## src/design/ikm_pkg.sv

```systemverilog
`timescale 1ns / 1ps
// Shared constants, types and the arctangent table of the Ikeda map iterator.
// No dependencies; every other file of the block depends on this package.
package ikm_pkg;

  localparam int FRAC_BITS     = 24;
  localparam int DISCARD_WIDTH = 14;
  localparam int DATA_W        = 32;
  localparam int GAIN_W        = 17;
  localparam int DSTEP_W       = 14;
  localparam int CFG_AW        = 3;

  localparam logic [GAIN_W-1:0]  GAIN_RST  = 17'd58982;
  localparam logic [DSTEP_W-1:0] DSTEP_RST = 14'd10000;

  // register indexes (paddr bit 2)
  localparam logic REG_GAIN = 1'b0;
  localparam logic REG_DISC = 1'b1;

  // op codes
  localparam logic OP_LOAD = 1'b0;
  localparam logic OP_STEP = 1'b1;

  // angle path, Q28 radians
  localparam int ATAN_ITERS = 28;
  localparam int IT_W       = 5;
  localparam int ANG_W      = 33;
  localparam logic signed [ANG_W-1:0] ANG_POINT_FOUR   = 33'sd107374182;
  localparam logic signed [ANG_W-1:0] ANG_NEG_HALF_PI  = -33'sd421657428;
  localparam logic signed [ANG_W-1:0] ANG_PI           = 33'sd843314857;

  // vector and shared multiplier
  localparam int VEC_W = 38;
  localparam int MA_W  = 39;
  localparam int MB_W  = 33;
  localparam int PR_W  = MA_W + MB_W;
  localparam int G_W   = 31;
  localparam int PH_W  = 53;
  localparam logic signed [MB_W-1:0] GAIN_INV_Q30 = 33'sd652032874;

  // squared magnitude and divider
  localparam int SQ_W  = 64;
  localparam int R_W   = 60;
  localparam int Q_W   = 31;
  localparam int REM_W = 61;
  localparam int DEN_W = 61;
  localparam int DCNT_W = 5;
  localparam logic [SQ_W-1:0] SQ_CAP   = 64'h1 << 59;
  localparam logic [58:0]     DIV_NUM  = 59'h6 << 56;

  typedef struct packed {
    logic             start;
    logic [DEN_W-1:0] den;
  } div_req_t;

  typedef struct packed {
    logic           busy;
    logic           done;
    logic [Q_W-1:0] quot;
  } div_rsp_t;

  function automatic logic [27:0] atan_q28(input logic [IT_W-1:0] idx);
    logic [27:0] v;
    case (idx)
      5'd0:    v = 28'd210828714;
      5'd1:    v = 28'd124459457;
      5'd2:    v = 28'd65760959;
      5'd3:    v = 28'd33381290;
      5'd4:    v = 28'd16755422;
      5'd5:    v = 28'd8385879;
      5'd6:    v = 28'd4193963;
      5'd7:    v = 28'd2097109;
      5'd8:    v = 28'd1048571;
      5'd9:    v = 28'd524287;
      5'd10:   v = 28'd262144;
      5'd11:   v = 28'd131072;
      5'd12:   v = 28'd65536;
      5'd13:   v = 28'd32768;
      5'd14:   v = 28'd16384;
      5'd15:   v = 28'd8192;
      5'd16:   v = 28'd4096;
      5'd17:   v = 28'd2048;
      5'd18:   v = 28'd1024;
      5'd19:   v = 28'd512;
      5'd20:   v = 28'd256;
      5'd21:   v = 28'd128;
      5'd22:   v = 28'd64;
      5'd23:   v = 28'd32;
      5'd24:   v = 28'd16;
      5'd25:   v = 28'd8;
      5'd26:   v = 28'd4;
      5'd27:   v = 28'd2;
      default: v = 28'd0;
    endcase
    return v;
  endfunction

endpackage

```

## src/design/ikm_div.sv

```systemverilog
`timescale 1ns / 1ps
// Restoring divider, one quotient bit per cycle: floor(6 * 2^56 / den).
// Depends on ikm_pkg for widths and the request/response structs.
module ikm_div (
  input  logic              clk,
  input  logic              rst_n,
  input  ikm_pkg::div_req_t req,
  output ikm_pkg::div_rsp_t rsp
);
  import ikm_pkg::*;

  localparam logic [Q_W-1:0] NUM_LO = DIV_NUM[Q_W-1:0];

  logic              busy_r;
  logic              done_r;
  logic [DCNT_W-1:0] cnt_r;
  logic [REM_W-1:0]  rem_r;
  logic [DEN_W-1:0]  den_r;
  logic [Q_W-1:0]    quot_r;
  logic [REM_W-1:0]  rem_sh;
  logic              fits;
  logic [DCNT_W-1:0] bit_idx;

  always_comb begin
    bit_idx = cnt_r - DCNT_W'(1);
    rem_sh  = {rem_r[REM_W-2:0], NUM_LO[bit_idx]};
    fits    = (rem_sh >= den_r);
  end

  always_ff @(posedge clk) begin
    if (!rst_n) begin
      busy_r <= 1'b0;
      done_r <= 1'b0;
      cnt_r  <= '0;
    end else begin
      done_r <= 1'b0;
      if (req.start) begin
        busy_r <= 1'b1;
        cnt_r  <= DCNT_W'(Q_W);
      end else if (busy_r) begin
        cnt_r <= cnt_r - DCNT_W'(1);
        if (cnt_r == DCNT_W'(1)) begin
          busy_r <= 1'b0;
          done_r <= 1'b1;
        end
      end
    end
  end

  always_ff @(posedge clk) begin
    if (req.start) begin
      rem_r  <= REM_W'(DIV_NUM >> Q_W);
      den_r  <= req.den;
      quot_r <= '0;
    end else if (busy_r) begin
      rem_r  <= fits ? (rem_sh - den_r) : rem_sh;
      quot_r <= {quot_r[Q_W-2:0], fits};
    end
  end

  assign rsp.busy = busy_r;
  assign rsp.done = done_r;
  assign rsp.quot = quot_r;

endmodule

```

## config.mk

```make
export PLATFORM = sky130hd
export DESIGN_NAME = ikm_div
export DESIGN_NICKNAME = d
export VERILOG_FILES = /design/src/design/ikm_pkg.sv /design/src/design/ikm_div.sv
export SDC_FILE = /design/constraint.sdc
export NUM_CORES = 1
export LEC_CHECK = 0
export ABC_AREA = 1
export BUFFER_PORTS_ARGS = -buffer_cell sky130_fd_sc_hd__clkbuf_2
export CAP_MARGIN = 20
export CORE_MARGIN = 2
export CORE_UTILIZATION = 52
export CTS_CLUSTER_DIAMETER = 200
export CTS_CLUSTER_SIZE = 14
export DETAILED_ROUTE_END_ITERATION = 10
export PLACE_DENSITY = 0.71
export SLEW_MARGIN = 20
export SYNTH_ARGS = -nofsm -noshare
export SYNTH_HDL_FRONTEND = slang
export SYNTH_SLANG_ARGS = --single-unit
```

## constraint.sdc

```tcl
create_clock -name clk -period 2.66 [get_ports clk]
set_clock_uncertainty 0.2 [all_clocks]
set_input_delay 0.266 -clock clk [delete_from_list [all_inputs] [get_ports clk]]
set_output_delay 0.266 -clock clk [all_outputs]
set_load 0.01 [all_outputs]
```

# Word level (Yosys, flattened, before mapping)
# Memories as Yosys holds them, arrays and structs flattened.
# Index checks and enable logic that the tools add are counted.
# word_totals
regBits,159
latch_bits,0
ramBits,0
rom_bits,32
n_memories,1
# mem_list
name,words,word_bits,rd,rd_clocked_by_memory_dff,wr,line,rtl
(name not given),32,1,1,0,0,ikm_div.sv:26,"rem_sh = {rem_r[REM_W-2:0], NUM_LO[bit_idx]};"
# classes
n_addsub,2
mul,0
div_mod_pow,0
n_lt_le_gt_ge,2
eq_ne,1
n_shift,0
n_mux,8
n_bitwise,2
n_reduce_logical,2
# op_table
operator,count
>= comparator 61 bit,1
two-way mux 60 bit,1
subtractor 60 bit,1
two-way mux 5 bit,2
less-than comparator 5 x 6 -> 1 bit (second input constant),1
equality test 5 x 1 -> 1 bit (second input constant),1
two-way mux 1 bit,5
subtractor 5 x 1 -> 5 bit (second input constant),1
OR reduction 3 bit,1
NOT 1 bit,2
nonzero test 2 bit,1

# Longest topological paths before layout
# logic_depth
word_depth,5
ltp_mapped,19

# Worst setup path before layout
# Ideal clock, no wire load.
# synth_path
kind,reg-to-reg
from,reg den_r[39]
to,reg rem_r[22]
setup_ps,114
arrival_ps,1950
required_ps,2346
setup_slack_ps,396
path_stages_with_launch,14
path_buffers,1
period_less_slack_ps,2264
path_cell_list,edfxtp_1 inv_1 ha_1 nand2_1 inv_2 nand2_1 nand2_1 a21oi_1 nand2_1 a21oi_4 clkbuf_1 nand4_1 nand3_1 nand2_1
# synth_via
elab_chain_cells,2
# synth_rtl
element,line,rtl
"start, declared",ikm_div.sv:18,logic [DEN_W-1:0] den_r;
"start signal, assigned",ikm_div.sv:53,den_r <= req.den;
>= comparator 61 bit,ikm_div.sv:27,fits = (rem_sh >= den_r);
two-way mux 60 bit,ikm_div.sv:56,rem_r <= fits ? (rem_sh - den_r) : rem_sh;
"end signal, assigned",ikm_div.sv:52,rem_r <= REM_W'(DIV_NUM >> Q_W);
"end signal, assigned",ikm_div.sv:56,
"end, declared",ikm_div.sv:17,logic [REM_W-1:0] rem_r;
# Every way passes these cells.
# A chain may end at the register's enable or synchronous reset.

# Final worst setup path
# layout_path
from,reg den_r[35]
to,reg rem_r[36]
# layout_via
elab_chain_cells,2
# layout_rtl
element,line
subtractor 60 bit or >= comparator 61 bit (tied branches),"ikm_div.sv:56, ikm_div.sv:27"
two-way mux 60 bit *,ikm_div.sv:56
# Every way passes the cells marked *; elsewhere a longest branch is shown, timed or not.

==> summary.md <==
| Metric | Value |
|---|---|
| Starting Density | `0.5258` |
| Worst Hold Endpoint | `den_r[3]` |
| Mux share of post-synthesis cell area | `0` |
| Setup CP Type | `reg2reg` |
| Worst Max-Slew Pin Slew | `0.6317 ns` |
| Initial antenna violation count | `0` |
| Clock root buffer | `clkbuf_16` |
| Post-synth EDFFs | `61` |
| Sequential-to-total area share from yosys stat | `0.3206` |
| Syn Std Cell Area | `0.01183 mm^2` |
| Post-DP HPWL | `30.66 mm` |
| DRC | `0` |
| Cell Count, Final, Fillers Out | `2475` |
| Synth Flop Type | `dfxtp_1` |
| Reg2reg path depth | `15` |
| Count leader, synth | `nand2_1` |
| WP data arrival | `2.76 ns` |
| IO Count | `97` |
| Xor and xnor area share after synthesis | `0.01999` |
| Crit start category | `flop` |
| Largest net degree at the start of global routing | `43` |
| Yosys reg bits | `159` |
| Final setup fails | `0` |
| Max-cap check violation count | `0` |
| Sink Count | `159` |
| Port Buffers | `96` |
| Largest family of logic cells by synthesized area | `simple AND/OR/NAND/NOR gates` |
| Clock Latency Late Sink | `0.45 ns` |
| Critical path peak fanout | `6` |
| Die Width | `154.8 um` |
| Crit. End Element | `flop` |
| Ys Warns | `0` |
| Fin. Hold Viols | `0` |
| Reg-to-reg endpoint | `rem_r[36]` |
| Bufs on Longest Clock Path | `2` |
| Inst Count DP | `2368` |
| Initial DRC Count | `1152` |
| Worst setup margin | `0.07644 ns` |
| Die Area | `0.02398 mm^2` |
| Cell taking the most area after synthesis | `nand2_1` |
| Period utilization | `0.9713` |
| WP data required | `2.84 ns` |
| Highest clock rate | `0.3871 GHz` |
| CTS H-tree depth | `4` |
| WL final | `41.36 mm` |
| Core box area | `0.02250 mm^2` |
| Congestion Overflow GR | `0` |
| First-pass GRT wire length | `61.98 mm` |
| Hold_sp | `req[61]` |
| Synth Instances | `1932` |
| Num CTS Buffers | `17` |
| # rows | `55` |
| Vias per cell | `5.149` |
| DP Worst Slack | `-0.1209 ns` |
| Antenna cell count | `0` |
| Antenna-violating nets left | `0` |
| Via count | `12744` |
| LEAKAGE | `0.008246 uW` |
| Post-Syn Area per Cell | `6.125 um^2` |
| Hold Path Depth | `1` |
| CTS tree | `done` |
| Post-synthesis simple-gate area fraction | `0.3880` |
| Pwr per Cell Area | `407.2 mW/mm^2` |
| Share of layout cells above drive strength 1 | `0.1781` |
| Post-layout min period | `2.584 ns` |
| Compound-Gate Fraction of Synth Area | `0.04695` |
| Synth-to-layout area growth | `30.03%` |
| Syn nets | `2060` |
| Number of global-route vias before repair | `11743` |
| Count of final max-slew check failures | `0` |
| Most frequent cells after synthesis | `774 x nand2_1, 435 x inv_1, 113 x nand3_1, 106 x nor2_1, 98 x dfxtp_1` |
| GPL Wtd Cong | `0.9741` |
| Nets | `2305` |
| Total GRT Usage | `0.3358` |
| VDD IR-drop max | `386.6 uV` |
| R2R Path Start | `den_r[35]` |
| Worst min path class | `in2reg` |
| Status | `finished clean` |
| Synth top area cells | `nand2_1 25%, dfxtp_1 17%, edfxtp_1 15%` |
| Netlist cell types | `40` |
| Worst-path clk slew | `0.08 ns` |
| Post-synthesis adder-cell area fraction | `0.06831` |
| Slew headroom | `0.5789` |
| Wire length per cell | `16.71 um` |
| Share of the synthesized area in the top cell type | `0.2455` |
| DRT Pass-1 Iters | `5` |
| Die Ht | `154.8 um` |
| Asr flop ratio synth | `0` |
| Reg2reg setup slack | `0.08 ns` |
## kinds of logic after synthesis
logic type | Yosys count
AOI/OAI and AO/OA | 98
DFF | 159
buffers and inverters | 483
adders and majority gates | 64
xor gates and xnor gates | 27
and+or+nand+nor | 1101
## how the worst max path moves through the flow
stage              start         to  slack (ns)  cells after the start
2_1_floorplan  den_r[39]  rem_r[22]        0.40                     13
3_3_place_gp   den_r[24]  rem_r[41]       -0.06                     15
3_5_place_dp   den_r[40]  rem_r[47]       -0.12                     15
4_1_cts        den_r[27]  rem_r[41]       0.007                     15
5_1_grt        den_r[50]  rem_r[36]       -0.03                     15
6_report       den_r[35]  rem_r[36]        0.08                     15
## registers in the layout (all words and copies together), names as in the netlist
signal / count
den_r: 61
rem_r: 60
quot_r: 31
cnt_r: 5
busy_r: 1
done_r: 1
## where the power goes
group / switching (uW) / internal [uW] / total, uW
registers: 39.0 / 2620 / 2660
clock network: 1290 / 1290 / 2580
logic: 606 / 420 / 1030
total: 1930 / 4330 / 6260
## repair_timing
action                                  CTS  global route
endpoints found under the setup margin   61            61
cloned                                    0             4
hold buffers                             62             0
endpoints found under the hold margin    67             0
gates resized for setup                   9           148
pin swaps                                 1            17
buffers inserted                          0             9
## layer usage
layer  vias to the layer above  wire, um  track usage
li1                       6389         -            -
met1                      5826     18550       0.4660
met2                       465     18620       0.5491
met3                        64      3338      0.05744
met4                         0       854      0.07628
met5                         -         0            0
## critical path: stages (launching register included)
cell      delay, ns
edfxtp_1       0.36
inv_1          0.09
ha_2           0.31
nand2_4        0.10
inv_1          0.07
a21oi_2        0.16
nand2_2        0.09
nand2_2        0.06
nand2_2        0.06
a21oi_4        0.23
nand3_4        0.19
buf_12         0.21
buf_4          0.14
nand2_1        0.06
nand3_1        0.07
nand2_1        0.12
## metrics by stage
| step | hold WS, ns | TNS [ns] | total power [uW] | instance area [um^2] | utilization |
|---|---|---|---|---|---|
| 4_1_cts | 0.1490 | 0 | 6114 | 14520 | 0.6453 |
| 2_1_floorplan | 0.1649 | 0 | 3191 | 11830 | - |
| 3_3_place_gp | 0.2424 | -0.4802 | 3492 | 13270 | 0.5895 |
| 6_report | 0.1529 | 0 | 6264 | 15390 | 0.6837 |
| 3_5_place_dp | 0.2446 | -2.392 | 3504 | 13270 | 0.5895 |
| 5_1_grt | 0.1630 | -0.1278 | 6461 | 15390 | 0.6837 |
## final cells by class
class / instances / area, um^2
flip-flops and latches: 159 / 3794
multi-input cells: 1292 / 6963
clock inverters: 14 / 162.7
fillers: 1990 / 7117
repair buffers: 264 / 2008
well taps: 285 / 356.6
inverters: 443 / 1663
clock buffers: 18 / 439.2
## cells in the final DEF, fill, tap and decap left out, drive strengths merged
cell type / count
xnor2: 24
clkinv: 7
a221oi: 1
ha: 63
clkbuf: 115
nor4: 4
buf: 105
inv: 450
dfxtp: 98
edfxtp: 61
a21o: 2
nand2: 782
and2: 6
a31oi: 2
dlygate4sd3: 62
and3: 2
xor2: 3
nand3b: 9
o21bai: 1
nand4: 60
fa: 1
a21oi: 47
o21ai: 14
or2: 1
nand3: 115
o211ai: 1
nor2: 113
nor3: 11
o22ai: 30
Note: power is estimated with default switching activity, not from simulation.
